File: config.mk
export PLATFORM = sky130hd
export DESIGN_NAME = sorted_unique_list
export DESIGN_NICKNAME = d
export VERILOG_FILES = /design/src/hdl/sul_pkg.sv /design/src/hdl/sorted_unique_list.sv /design/src/hdl/sul_ram.sv
export VERILOG_INCLUDE_DIRS = /design/src /design/src/hdl
export SDC_FILE = /design/constraint.sdc
export NUM_CORES = 1
export LEC_CHECK = 0
export BUFFER_PORTS_ARGS = -buffer_cell sky130_fd_sc_hd__buf_2
export CAP_MARGIN = 5
export CORE_MARGIN = 3
export CORE_UTILIZATION = 62
export DETAILED_ROUTE_END_ITERATION = 10
export PLACE_DENSITY = 0.79
export SYNTH_ARGS = -nofsm -noshare
export SYNTH_HDL_FRONTEND = slang
export SYNTH_SLANG_ARGS = --single-unit
File: constraint.sdc
create_clock -name clk -period 6.5 [get_ports clk]
set_clock_uncertainty 0.15 [all_clocks]
set_input_delay 0.975 -clock clk [delete_from_list [all_inputs] [get_ports clk]]
set_output_delay 0.975 -clock clk [all_outputs]
set_load 0.05 [all_outputs]
File: src/hdl/sorted_unique_list_assert.svh
// ----------------------------------------------------------------------------
// sorted_unique_list_assert.svh
// Assertion macros used by the sorted unique list RTL.
// ----------------------------------------------------------------------------
`ifndef SORTED_UNIQUE_LIST_ASSERT_SVH
`define SORTED_UNIQUE_LIST_ASSERT_SVH

// Same-cycle implication, checked on every clock edge outside reset.
`define SUL_ASSERT_IMP(label, ante, cons, msg) \
	label: assert property (@(posedge clk) disable iff (!arst_n) (ante) |-> (cons)) \
		else $error(msg);

// Next-cycle implication, checked on every clock edge outside reset.
`define SUL_ASSERT_NXT(label, ante, cons, msg) \
	label: assert property (@(posedge clk) disable iff (!arst_n) (ante) |=> (cons)) \
		else $error(msg);

`endif

File: src/hdl/sul_pkg.sv
// ----------------------------------------------------------------------------
// sul_pkg
// Shared types and constants of the sorted unique list.
// ----------------------------------------------------------------------------
package sul_pkg;

	// Default number of entries held by the list.
	localparam int CAPACITY_DEF = 8;

	// Fixed field widths.
	localparam int DATA_W   = 32;
	localparam int STATUS_W = 3;
	localparam int COUNT_W  = 7;

	// Operation codes.
	localparam logic OP_ADD = 1'b0;
	localparam logic OP_DEL = 1'b1;

	// Result status codes.
	typedef enum logic [STATUS_W-1:0] {
		ST_OK       = 3'd0,
		ST_DUP      = 3'd1,
		ST_FULL     = 3'd2,
		ST_EMPTY    = 3'd3,
		ST_NOTFOUND = 3'd4
	} status_t;

	// Control sequencer states.
	typedef enum logic [1:0] {
		S_IDLE,
		S_SCAN,
		S_RESULT
	} state_t;

endpackage

File: src/hdl/sorted_unique_list.sv
// ----------------------------------------------------------------------------
// sorted_unique_list
// Fixed-capacity set of signed 32-bit values kept in ascending order.
//
// Usage: an input item (op, value) is taken on in_valid with in_stall low.
// op 0 adds the value, op 1 deletes it. Every item yields one result item
// (status, count) on out_valid, held until out_stall is low.
// The entries live in a RAM with one read and one write port. An item scans
// the held entries in order, one entry per clock, reading ahead while the
// entry just read is moved up (add) or down (delete) one place behind it.
// With n entries held, an item reads them all in order before its result
// enters the output register, and the next item is accepted the cycle
// after. An add to an empty list reads no entry and writes the value at
// address 0; a refused add to a full list or a delete from an empty list
// skips the scan. A duplicate add ends the scan at the matching entry.
// The output register lets the next item be accepted while a result waits;
// a stalled result only holds back the end of the following item.
// Reset clears the count and all control state; no clearing pass is needed.
// ----------------------------------------------------------------------------
`include "sorted_unique_list_assert.svh"

module sorted_unique_list #(
	parameter int CAPACITY = sul_pkg::CAPACITY_DEF
) (
	input  logic                                clk,
	input  logic                                arst_n,
	input  logic                                in_valid,
	output logic                                in_stall,
	input  logic                                op,
	input  logic signed [sul_pkg::DATA_W-1:0]   value,
	output logic                                out_valid,
	input  logic                                out_stall,
	output logic [sul_pkg::STATUS_W-1:0]        status,
	output logic [sul_pkg::COUNT_W-1:0]         count
);
	import sul_pkg::*;

	localparam int CNT_W  = $clog2(CAPACITY + 1);
	localparam int ADDR_W = (CAPACITY > 1) ? $clog2(CAPACITY) : 1;

	state_t state_q, state_d;

	// Item registers.
	logic                     op_q;
	logic signed [DATA_W-1:0] value_q;
	logic signed [DATA_W-1:0] carry_q;
	logic                     hit_q;
	status_t                  res_st_q;

	// List length and scan position.
	logic [CNT_W-1:0]  cnt_q;
	logic [CNT_W-1:0]  rd_idx_q;
	logic              rd_vld_s1;
	logic [ADDR_W-1:0] rd_idx_s1;

	// Output register.
	logic                out_valid_q;
	status_t             status_q;
	logic [COUNT_W-1:0]  count_q;

	// Memory ports.
	logic                     rd_en;
	logic signed [DATA_W-1:0] rd_data;
	logic                     wr_en;
	logic [ADDR_W-1:0]        wr_addr;
	logic signed [DATA_W-1:0] wr_data;

	// Scan decode.
	logic in_take;
	logic refuse;
	logic rd_more;
	logic proc_s1;
	logic data_eq;
	logic data_gt;
	logic dup_hit;
	logic scan_end;
	logic out_free;

	sul_ram #(
		.DEPTH  (CAPACITY),
		.ADDR_W (ADDR_W)
	) u_ram (
		.clk     (clk),
		.wr_en   (wr_en),
		.wr_addr (wr_addr),
		.wr_data (wr_data),
		.rd_en   (rd_en),
		.rd_addr (rd_idx_q[ADDR_W-1:0]),
		.rd_data (rd_data)
	);

	// Conditions shared by the sequencer and the datapath.
	always_comb begin
		in_take  = (state_q == S_IDLE) && in_valid;
		refuse   = ((op == OP_ADD) && (cnt_q >= CNT_W'(CAPACITY))) ||
			((op == OP_DEL) && (cnt_q == '0));
		rd_more  = rd_idx_q < cnt_q;
		proc_s1  = (state_q == S_SCAN) && rd_vld_s1;
		data_eq  = rd_data == value_q;
		data_gt  = rd_data > value_q;
		dup_hit  = proc_s1 && (op_q == OP_ADD) && !hit_q && data_eq;
		scan_end = (state_q == S_SCAN) && !rd_more && !rd_vld_s1;
		out_free = !out_valid_q || !out_stall;
	end

	// Next state.
	always_comb begin
		state_d = state_q;
		case (state_q)
			S_IDLE: begin
				if (in_valid) begin
					state_d = refuse ? S_RESULT : S_SCAN;
				end
			end
			S_SCAN: begin
				if (dup_hit || scan_end) begin
					state_d = S_RESULT;
				end
			end
			S_RESULT: begin
				if (out_free) begin
					state_d = S_IDLE;
				end
			end
			default: begin
				state_d = S_IDLE;
			end
		endcase
	end

	// Sequencer outputs: handshake, memory reads and writes.
	always_comb begin
		in_stall = (state_q != S_IDLE);
		rd_en    = (state_q == S_SCAN) && rd_more && !dup_hit;
		wr_en    = 1'b0;
		wr_addr  = rd_idx_s1;
		wr_data  = carry_q;
		if (proc_s1) begin
			if (op_q == OP_ADD) begin
				if (hit_q) begin
					wr_en = 1'b1;
				end else if (!data_eq && data_gt) begin
					wr_en   = 1'b1;
					wr_data = value_q;
				end
			end else if (hit_q) begin
				// Close the gap: the entry just read moves down one place.
				wr_en   = 1'b1;
				wr_addr = rd_idx_s1 - ADDR_W'(1);
				wr_data = rd_data;
			end
		end
		if (scan_end && (op_q == OP_ADD)) begin
			// The last entry moved, or the new value, lands at the top.
			wr_en   = 1'b1;
			wr_addr = cnt_q[ADDR_W-1:0];
			wr_data = hit_q ? carry_q : value_q;
		end
	end

	// Control registers.
	always_ff @(posedge clk or negedge arst_n) begin
		if (!arst_n) begin
			state_q     <= S_IDLE;
			cnt_q       <= '0;
			rd_idx_q    <= '0;
			rd_vld_s1   <= 1'b0;
			hit_q       <= 1'b0;
			out_valid_q <= 1'b0;
		end else begin
			state_q   <= state_d;
			rd_vld_s1 <= rd_en;
			if (in_take) begin
				rd_idx_q <= '0;
				hit_q    <= 1'b0;
			end
			if (rd_en) begin
				rd_idx_q <= rd_idx_q + CNT_W'(1);
			end
			if (proc_s1 && !hit_q) begin
				if (op_q == OP_ADD) begin
					hit_q <= !data_eq && data_gt;
				end else begin
					hit_q <= data_eq;
				end
			end
			if (scan_end) begin
				if (op_q == OP_ADD) begin
					cnt_q <= cnt_q + CNT_W'(1);
				end else if (hit_q) begin
					cnt_q <= cnt_q - CNT_W'(1);
				end
			end
			if ((state_q == S_RESULT) && out_free) begin
				out_valid_q <= 1'b1;
			end else if (!out_stall) begin
				out_valid_q <= 1'b0;
			end
		end
	end

	// Payload registers.
	always_ff @(posedge clk) begin
		if (in_take) begin
			op_q    <= op;
			value_q <= value;
			if ((op == OP_ADD) && refuse) begin
				res_st_q <= ST_FULL;
			end else if (refuse) begin
				res_st_q <= ST_EMPTY;
			end else begin
				res_st_q <= ST_OK;
			end
		end
		if (rd_en) begin
			rd_idx_s1 <= rd_idx_q[ADDR_W-1:0];
		end
		if (proc_s1 && (op_q == OP_ADD) && (hit_q || (!data_eq && data_gt))) begin
			carry_q <= rd_data;
		end
		if (dup_hit) begin
			res_st_q <= ST_DUP;
		end
		if (scan_end && (op_q == OP_DEL) && !hit_q) begin
			res_st_q <= ST_NOTFOUND;
		end
		if ((state_q == S_RESULT) && out_free) begin
			status_q <= res_st_q;
			count_q  <= COUNT_W'(cnt_q);
		end
	end

	assign out_valid = out_valid_q;
	assign status    = status_q;
	assign count     = count_q;

	// Checks on the list length, the write address and the scan index.
	`SUL_ASSERT_IMP(a_cnt_max, 1'b1, cnt_q <= CNT_W'(CAPACITY), "count above capacity")
	`SUL_ASSERT_IMP(a_wr_range, wr_en, {1'b0, wr_addr} <= {1'b0, cnt_q}, "write beyond list end")
	`SUL_ASSERT_NXT(a_cnt_hold, state_q != S_SCAN, $stable(cnt_q), "count moved outside a scan")
	`SUL_ASSERT_IMP(a_scan_bound, state_q == S_SCAN, rd_idx_q <= cnt_q, "scan ran past list end")

endmodule

File: src/hdl/sul_ram.sv
// ----------------------------------------------------------------------------
// sul_ram
// Entry store: one write port and one read port with registered read data.
// ----------------------------------------------------------------------------
module sul_ram #(
	parameter int DEPTH  = sul_pkg::CAPACITY_DEF,
	parameter int ADDR_W = 3
) (
	input  logic                              clk,
	input  logic                              wr_en,
	input  logic [ADDR_W-1:0]                 wr_addr,
	input  logic signed [sul_pkg::DATA_W-1:0] wr_data,
	input  logic                              rd_en,
	input  logic [ADDR_W-1:0]                 rd_addr,
	output logic signed [sul_pkg::DATA_W-1:0] rd_data
);
	import sul_pkg::*;

	logic signed [DATA_W-1:0] mem_q [DEPTH];

	// Write port.
	always_ff @(posedge clk) begin
		if (wr_en) begin
			mem_q[wr_addr] <= wr_data;
		end
	end

	// Read port with registered read data.
	always_ff @(posedge clk) begin
		if (rd_en) begin
			rd_data <= mem_q[rd_addr];
		end
	end

endmodule
==> flow_metrics.py, run 1 <==
metrics = {
    "clocking": {
        "cts_buffers": 38,
        "postCtsSetupBuffers": 0,
        "cts-root-buf": "clkbuf_16",
        "path_clk_slew_ns": 0.06,
        "clockBufferDepth": 3,
        "cts.sink_count": 379,
        "cts_tree": "done",
        "htreeDepth": 2,
        "clock_latency_ns": 0.52,
        "cts_resized": 0,
        "cts-hold-fix-buffers": 0,
    },
    "route": {
        "drtPass1Iterations": 5,
        "ant_nets": 0,
        "num_vias": 8450,
        "wl_per_cell_um": 24.8,
        "via_per_inst": 6.48,
        "wirelength_um": 32300,
        "drt_first_iter_violations": 785,
        "drc": 0,
    },
    "flow_run": {
        "max-cap-violations": 0,
    },
    "sta": {
        "slew_headroom_pct": 25.4,
        "slew_violations": 0,
        "fmax_mhz": 223,
        "hold_violations": 0,
        "fin_crit_sh_pct": 69.1,
        "rsz0062_at_grt": "no",
        "tightest_slew_ns": 1.11,
        "setup-violations-final": 0,
        "fin_setup_tns_ns": 0,
        "period_needed_ns": 4.49,
    },
    "grt": {
        "grt_overflow": 0,
        "grt_start_max_net_pins": 73,
        "antenna_found_initial": 0,
        "grt_pass1_vias": 8849,
        "grt_pass1_wl_um": 50900,
        "track_usage_pct": 23.7,
    },
    "die": {
        "die_w_um": 167,
        "die_h_um": 167,
        "dieArea_sq_mm": 0.0278,
        "start_util_pct": 63.3,
        "core_sq_mm": 0.0253,
        "num_rows": 58,
        "ios": 49,
    },
    "finish": {
        "drive_above_1_share_pct": 27.1,
        "mostFrequentLayoutCells": "363 x edfxtp_1, 64 x mux4_2, 45 x buf_2",
        "fill_cells": 1554,
        "synthToLayoutAreaGrowth_pct": 11.6,
        "diodes": 0,
        "num-nets-final": 1021,
        "final_common_cell": "edfxtp_1",
    },
    "yosys": {
        "ys.flop_type": "edfxtp_1",
        "ys_warn_count": 0,
        "syn_inst": 887,
        "yosysUniqueCellTypes": 52,
        "synth_edf_count": 363,
        "syn_avg_cell_area_sq_um": 18.0,
        "synth-seq-cells": 379,
        "async_flop_share_pct": 3.43,
        "yosysSeqAreaShare_pct": 70.6,
        "synth_area_sq_mm": 0.0160,
    },
    "critical_path": {
        "cpPeakStageDelay_ns": 0.95,
        "cp.required_ns": 6.54,
        "slowest_stage": "a221oi_1",
        "reg2reg_from": "u_ram.rd_data[31]",
        "worstPathMaxFanout": 32,
        "cp_data_arrival_time_ns": 4.52,
        "critPathLaunchType": "flip-flop",
        "regToRegSetupSlack_ns": 2.01,
        "cp_cell_sequence": "ha_1 -> nand4_1 -> nor4_1 -> o31a_1 -> o211ai_2 -> or3_2 -> a221oi_1",
        "worst_setup_path_end_kind": "flip-flop",
        "r2r-end": "u_ram.mem_q[5][1]",
        "rr_worst_depth": 7,
        "crit_type": "flip-flop to flip-flop",
    },
    "min_path": {
        "hold_path.class": "input pin to asynchronous set/reset pin",
    },
    "power_and_ir_drop": {
        "powerDensity_mw_per_mm2": 441,
        "vdd_drop_max_mv": 0.303,
        "p_total_w": 0.00787,
        "p_leak_nw": 5.93,
    },
    "placement": {
        "dp_hpwl_um": 17800,
        "gp_congestion": 0.778,
        "numPortBuffers": 45,
    },
    "status": {
        "status": "finished, final reports clean",
    },
}
[metal layers]
layer / share of wire, % / GRT usage [%] / wire length [um]
met1: 42 / 33.3 / 13500
met2: 50 / 38.9 / 16000
met3: 6.0 / 3.87 / 1940
met4: 2.7 / 7.86 / 869
met5: 0 / 0 / 0
[power breakdown]
| group | internal [W] | switching, W |
|---|---|---|
| Clock | 0.00127 | 0.000867 |
| Sequential | 0.00334 | 0.000206 |
| Combinational | 0.000834 | 0.00134 |
| Total | 0.00545 | 0.00242 |
[flip-flops by register name, indices dropped and copies added, names as in the netlist]
name,count
rd_vld_s1,1
status,3
u_ram.mem_q,256
rd_idx_s1,3
res_st_q,3
op_q,1
value_q,32
u_ram.rd_data,32
rd_idx_q,4
out_valid,1
carry_q,32
state_q,2
cnt_q,4
count,4
hit_q,1
[synth_stat cells (all sizes together) (5+ instances only)]
cell    number  area, sq um
mux2        36          405
nand3        8         40.0
mux4        64         1440
ha          39          488
nor2b       33          206
a221oi      31          453
buf         23          143
edfxtp     363        10900
a21oi       21          105
nand4        7         50.1
clkbuf      25         93.8
nor3        46          230
mux2i        5         50.1
xnor2        5         43.8
o21ai       10         50.1
inv         43          161
nand2       26         97.6
nor2        11         41.3
a21o         5         37.5
dfrtp       13          325
a211oi      34          255
[layout make-up]
class	count	area, sq um	area share, %
Tap cell	330	413	2.31
Clock inverter	17	150	0.841
Multi-Input combinational cell	419	4390	24.6
Inverter	43	161	0.904
Sequential cell	379	11300	63.3
Clock buffer	53	1070	6.00
Timing Repair Buffer	63	373	2.09
[worst max-delay path, delay by kind of cell (launching register included)]
family / cells / cell delay (ns)
AND/OR/NAND/NOR: 3 / 1.76
AO/OA/AOI/OAI: 3 / 1.42
flip-flops: 1 / 0.42
adder cells (fa/ha/maj): 1 / 0.39
[worst max path at each step]
stage | from | endpoint | slack, ns | cells past startpoint
floorplan | u_ram.rd_data[14] | u_ram.mem_q[0][0] | 1.70 | 8
global placement | u_ram.rd_data[31] | u_ram.mem_q[5][1] | 2.38 | 7
detailed placement | u_ram.rd_data[31] | u_ram.mem_q[5][1] | 2.11 | 7
CTS | u_ram.rd_data[31] | u_ram.mem_q[5][1] | 2.04 | 7
global route | u_ram.rd_data[31] | u_ram.mem_q[1][1] | 1.75 | 7
finish | u_ram.rd_data[31] | u_ram.mem_q[5][1] | 2.01 | 7
[logic make-up (layout without fill, tap and decap cells)]
group / Yosys count / count (layout) / share of synthesized area (%)
compound gates: 120 / 120 / 6.75
mux: 105 / 105 / 11.9
flops: 379 / 379 / 70.6
other cells: 1 / 3 / 0.0235
xor+xnor: 6 / 6 / 0.329
fa+ha+maj: 40 / 40 / 3.18
buf+inv: 91 / 176 / 2.49
simple gates: 145 / 145 / 4.79
[metrics by stage]
stage	cells	util, %	setup slack (ns)	hold WS, ns	area (sq um)
5_1_grt	1304	70.7	1.75	0.211	17800
3_3_place_gp	1234	65.8	2.38	0.265	16600
3_5_place_dp	1234	65.8	2.11	0.270	16600
6_report	1304	70.7	2.01	0.191	17800
4_1_cts	1304	70.7	2.04	0.189	17800
2_1_floorplan	889	-	1.70	0.253	16000
No activity file was read; power rests on OpenSTA's default activity.
==> inputs of run 2 (changes only) <==
==> constraint.sdc (replaced) <==
create_clock -name clk -period 4.4 [get_ports clk]
set_clock_uncertainty 0.15 [all_clocks]
set_input_delay 0.66 -clock clk [delete_from_list [all_inputs] [get_ports clk]]
set_output_delay 0.66 -clock clk [all_outputs]
set_load 0.05 [all_outputs]
==> run 2 against run 1 <==
Net effect: hold slack got worse by 0.036 ns; critical endpoint is now u_ram.mem_q[1][16]; die area is the same; first-iteration DRC count grew 19%.
==> flow_metrics.py, run 2 (synthesis results as in run 1) <==
metrics = {
    "clocking": {
        "cts_resized": 0,
        "cts_tree": "done",
        "path_clk_slew_ns": 0.06,
        "clock_latency_ns": 0.53,
        "cts-root-buf": "clkbuf_16",
        "htreeDepth": 2,
        "cts.sink_count": 379,
        "clockBufferDepth": 3,
        "postCtsSetupBuffers": 0,
        "cts_buffers": 38,
    },
    "die": {
        "start_util_pct": 63.3,
        "dieArea_sq_mm": 0.0278,
        "ios": 49,
        "die_h_um": 167,
        "num_rows": 58,
        "die_w_um": 167,
        "core_sq_mm": 0.0253,
    },
    "power_and_ir_drop": {
        "powerDensity_mw_per_mm2": 642,
        "power_switching_w": 0.00356,
        "power_frac_seq_pct": 45.5,
        "p_total_w": 0.0115,
        "switching_share_pct": 31.0,
        "p_int_w": 0.00794,
        "combPwrFrac_pct": 28.3,
        "power_frac_clock_pct": 26.2,
        "p_leak_nw": 5.95,
        "vdd_drop_max_mv": 0.394,
    },
    "route": {
        "drc": 0,
        "wl_per_cell_um": 25.2,
        "drt_first_iter_violations": 932,
        "via_per_inst": 6.48,
        "num_vias": 8482,
        "drtPass1Iterations": 5,
        "ant_nets": 0,
        "wirelength_um": 33000,
    },
    "placement": {
        "numPortBuffers": 45,
        "dp_hpwl_um": 18400,
        "dp_slack_ns": 0.490,
        "gp_congestion": 0.765,
    },
    "critical_path": {
        "crit_family": "simple AND/OR/NAND/NOR gates",
        "worst_setup_path_end_kind": "flip-flop",
        "critPathLaunchType": "flip-flop",
        "r2r-end": "u_ram.mem_q[1][16]",
        "path_depth": 8,
        "rr_worst_depth": 8,
        "cp.required_ns": 4.49,
        "crit_type": "flip-flop to flip-flop",
        "cpPeakStageDelay_ns": 0.72,
        "regToRegSetupSlack_ns": 0.46,
        "cp_data_arrival_time_ns": 4.03,
        "slowest_stage": "nor4_1",
        "worstPathMaxFanout": 15,
        "cp_cell_sequence": "ha_1 -> nand4_1 -> nor4_1 -> o31a_1 -> o211ai_2 -> or3_2 -> buf_4 -> a221oi_2",
        "critical_path_buf_inv_count": 1,
        "reg2reg_from": "u_ram.rd_data[26]",
    },
    "sta": {
        "fmax_mhz": 254,
        "rsz0062_at_grt": "no",
        "setup-violations-final": 0,
        "period_needed_ns": 3.94,
        "slew_headroom_pct": 29.5,
        "tightest_slew_ns": 1.06,
        "fin_crit_sh_pct": 89.6,
        "slew_violations": 0,
        "hold_violations": 0,
        "holdWs_ns": 0.154,
        "fin_setup_tns_ns": 0,
        "fin_ws_ns": 0.459,
    },
    "status": {
        "status": "finished, final reports clean",
    },
    "grt": {
        "grt_overflow": 0,
        "antenna_found_initial": 0,
        "grt_pass1_wl_um": 51500,
        "track_usage_pct": 24.1,
        "grt_pass1_vias": 8811,
        "grt_start_max_net_pins": 73,
    },
    "finish": {
        "final_common_cell": "edfxtp_1",
        "top_register": "u_ram.mem_q",
        "largest_reg_flops": 256,
        "utilization_pct": 70.9,
        "mostFrequentLayoutCells": "363 x edfxtp_1, 64 x mux4_2, 45 x buf_2",
        "synthToLayoutAreaGrowth_pct": 12.0,
        "num-nets-final": 1030,
        "diodes": 0,
        "drive_above_1_share_pct": 27.7,
    },
    "min_path": {
        "holdPathEnd": "value_q[30]",
        "hold_path.class": "input pin to flip-flop",
        "holdCritStartpoint": "value[30]",
        "hold_depth": 1,
    },
    "flow_run": {
        "max-cap-violations": 0,
    },
}
-- run 2: cell types whose count changed in the layout (fill, tap and decap cells not counted) --
cell           previous run  this run
buf_12                    1         5
buf_4                    17        21
bufinv_16                 3         1
clkbuf_1                 12        11
clkinv_1                  8         6
clkinvlp_4                0         1
dlygate4sd3_1             0         1
-- run 2: what timing repair did --
action	in CTS	in global routing
endpoints found under the hold margin	13	0
hold buffers	1	0
endpoints found under the setup margin	0	0
-- run 2: area by class of cell --
class | count | area [sq um]
repair buffers | 72 | 493
flip-flops and latches | 379 | 11300
inverters | 43 | 161
multi-input cells | 419 | 4390
fillers | 1556 | 7350
clock inverters | 14 | 90.1
clock buffers | 52 | 1070
well taps | 330 | 413
-- run 2: power by group through the flow --
| stage | Combinational [W] | Sequential (W) | Clock, W |
|---|---|---|---|
| floorplan | 0.00235 | 0.00524 | 0 |
| global placement | 0.00313 | 0.00528 | 0 |
| detailed placement | 0.00323 | 0.00530 | 0 |
| CTS | 0.00326 | 0.00523 | 0.00307 |
| global route | 0.00355 | 0.00529 | 0.00323 |
| finish | 0.00325 | 0.00524 | 0.00301 |
-- run 2: worst max path at each step --
stage                                  from                  to
after CTS                 u_ram.rd_data[26]  u_ram.mem_q[7][23]
after floorplan           u_ram.rd_data[14]   u_ram.mem_q[0][0]
after global routing      u_ram.rd_data[31]  u_ram.mem_q[7][31]
final                     u_ram.rd_data[26]  u_ram.mem_q[1][16]
after detailed placement  u_ram.rd_data[26]  u_ram.mem_q[7][23]
after global placement    u_ram.rd_data[26]  u_ram.mem_q[4][15]
-- run 2: worst reg2reg max path: stages (launching register included) --
cell and delay (ns):
edfxtp_1 0.42, ha_1 0.34, nand4_1 0.20, nor4_1 0.72
o31a_1 0.26, o211ai_2 0.20, or3_2 0.53, buf_4 0.27
a221oi_2 0.57
-- run 2: metal layers --
layer	global-route usage, %	part of all wire (%)
met1	34.6	41
met2	39.0	49
met3	4.23	7.7
met4	7.07	2.5
met5	0	0
-- run 2: through the flow --
stage               area (sq um)  std cells
finish                     17900       1309
floorplan                  16000        889
CTS                        17900       1309
global placement           16700       1242
detailed placement         16700       1242
global route               17900       1309
==> inputs of run 3 (changes only) <==
--- a/config.mk
+++ b/config.mk
@@ -6,7 +6,7 @@
 export SDC_FILE = /design/constraint.sdc
 export NUM_CORES = 1
 export LEC_CHECK = 0
-export BUFFER_PORTS_ARGS = -buffer_cell sky130_fd_sc_hd__buf_2
+export BUFFER_PORTS_ARGS = -buffer_cell sky130_fd_sc_hd__buf_4
 export CAP_MARGIN = 5
 export CORE_MARGIN = 3
 export CORE_UTILIZATION = 62
==> run 3 against run 2 <==
Net effect: setup slack got worse by 0.25 ns; register-to-register slack got worse by 0.25 ns; die area did not move; total power fell by 0.41%; critical endpoint is now u_ram.mem_q[7][1].
==> flow_metrics.py, run 3 (synthesis results as in run 1) <==
metrics = {
    "status": {
        "status": "finished, final reports clean",
    },
    "sta": {
        "setup-violations-final": 0,
        "hold_violations": 0,
        "fmax_mhz": 239,
        "slew_headroom_pct": 29.3,
        "slew_violations": 0,
        "period_needed_ns": 4.19,
        "tightest_slew_ns": 1.06,
        "rsz0062_at_grt": "no",
        "holdWs_ns": 0.161,
        "fin_crit_sh_pct": 95.2,
        "fin_ws_ns": 0.210,
        "fin_setup_tns_ns": 0,
    },
    "route": {
        "wl_per_cell_um": 24.5,
        "num_vias": 8318,
        "drc": 0,
        "drt_first_iter_violations": 771,
        "ant_nets": 0,
        "wirelength_um": 32100,
        "via_per_inst": 6.36,
        "drtPass1Iterations": 5,
    },
    "critical_path": {
        "rr_worst_depth": 7,
        "worst_setup_path_end_kind": "flip-flop",
        "worstPathMaxFanout": 12,
        "crit_family": "simple AND/OR/NAND/NOR gates",
        "path_depth": 7,
        "r2r-end": "u_ram.mem_q[7][1]",
        "cp.required_ns": 4.42,
        "crit_type": "flip-flop to flip-flop",
        "cpPeakStageDelay_ns": 0.90,
        "crit_start": "u_ram.rd_data[31]",
        "cp_cell_sequence": "ha_1 -> nand4_1 -> nor4_1 -> o31a_1 -> o211ai_2 -> or3_2 -> a221oi_1",
        "crit_path_end": "u_ram.mem_q[7][1]",
        "reg2reg_from": "u_ram.rd_data[31]",
        "critPathLaunchType": "flip-flop",
        "cp_data_arrival_time_ns": 4.21,
        "slowest_stage": "a221oi_1",
        "critical_path_buf_inv_count": 0,
        "regToRegSetupSlack_ns": 0.21,
    },
    "placement": {
        "dp_slack_ns": 0.292,
        "numPortBuffers": 45,
        "gp_congestion": 0.782,
        "dp_hpwl_um": 18400,
        "dpl.cell_count": 1242,
    },
    "clocking": {
        "cts_buffers": 39,
        "cts-root-buf": "clkbuf_16",
        "htreeDepth": 2,
        "clockBufferDepth": 3,
        "path_clk_slew_ns": 0.06,
        "cts.sink_count": 379,
        "postCtsSetupBuffers": 0,
        "cts_tree": "done",
        "cts-hold-fix-buffers": 1,
        "clock_latency_ns": 0.52,
        "cts_resized": 0,
    },
    "finish": {
        "fin_cells": 1307,
        "largest_reg_flops": 256,
        "num-nets-final": 1031,
        "drive_above_1_share_pct": 27.4,
        "final_common_cell": "edfxtp_1",
        "synthToLayoutAreaGrowth_pct": 12.4,
        "diodes": 0,
        "mostFrequentLayoutCells": "363 x edfxtp_1, 68 x buf_4, 64 x mux4_2",
        "utilization_pct": 71.1,
        "fill_cells": 1560,
        "top_register": "u_ram.mem_q",
    },
    "power_and_ir_drop": {
        "vdd_drop_max_mv": 0.401,
        "p_leak_nw": 5.97,
        "powerDensity_mw_per_mm2": 638,
    },
    "grt": {
        "grt_start_max_net_pins": 69,
        "track_usage_pct": 23.7,
        "grt_pass1_vias": 8789,
        "grt_pass1_wl_um": 50500,
        "grt_overflow": 0,
        "antenna_found_initial": 0,
    },
    "min_path": {
        "hold_path.class": "input pin to flip-flop",
    },
    "die": {
        "num_rows": 58,
        "core_sq_mm": 0.0253,
        "ios": 49,
        "die_w_um": 167,
        "dieArea_sq_mm": 0.0278,
        "die_h_um": 167,
        "start_util_pct": 63.3,
    },
    "flow_run": {
        "max-cap-violations": 0,
    },
}
## run 3: changes by cell type in the layout (fill, tap and decap cells not counted), moves of 2 or more
cell	change
buf_12	-2
buf_2	-45
clkbuf_16	-2
buf_4	+47
## run 3: final cells by class
class                   instances  area, sq um  area share [%]
clock inverters                15          120           0.669
inverters                      43          161           0.898
clock buffers                  49         1010            5.64
well taps                     330          413            2.30
flip-flops and latches        379        11300            62.9
repair buffers                 72          581            3.23
multi-input cells             419         4390            24.4
## run 3: stage by stage
| step | total power (W) | cell area [sq um] |
|---|---|---|
| finish | 0.0115 | 18000 |
| global route | 0.0120 | 18000 |
| CTS | 0.0115 | 18000 |
| detailed placement | 0.00855 | 16800 |
| global placement | 0.00843 | 16800 |
| floorplan | 0.00759 | 16000 |
## run 3: worst min-delay path by stage
stage | to | startpoint | depth (start not counted)
5_1_grt | value_q[24] | value[24] | 1
6_report | value_q[26] | value[26] | 1
4_1_cts | value_q[21] | value[21] | 1
2_1_floorplan | cnt_q[0] | arst_n | 0
3_5_place_dp | status[2] | res_st_q[2] | 0
3_3_place_gp | status[2] | res_st_q[2] | 0
## run 3: metal layers
layer	global-route usage [%]	up-vias	routed length (um)
li1	-	3714	-
met1	33.2	4237	13500
met2	38.5	292	15800
met3	4.01	75	1890
met4	8.46	0	940
met5	0	-	0
## run 3: where the power goes
| part | total, W | switching [W] | internal (W) |
|---|---|---|---|
| Clock | 0.00297 | 0.00124 | 0.00174 |
| Sequential | 0.00526 | 0.000322 | 0.00494 |
| Combinational | 0.00322 | 0.00196 | 0.00127 |
| Total | 0.0115 | 0.00352 | 0.00794 |
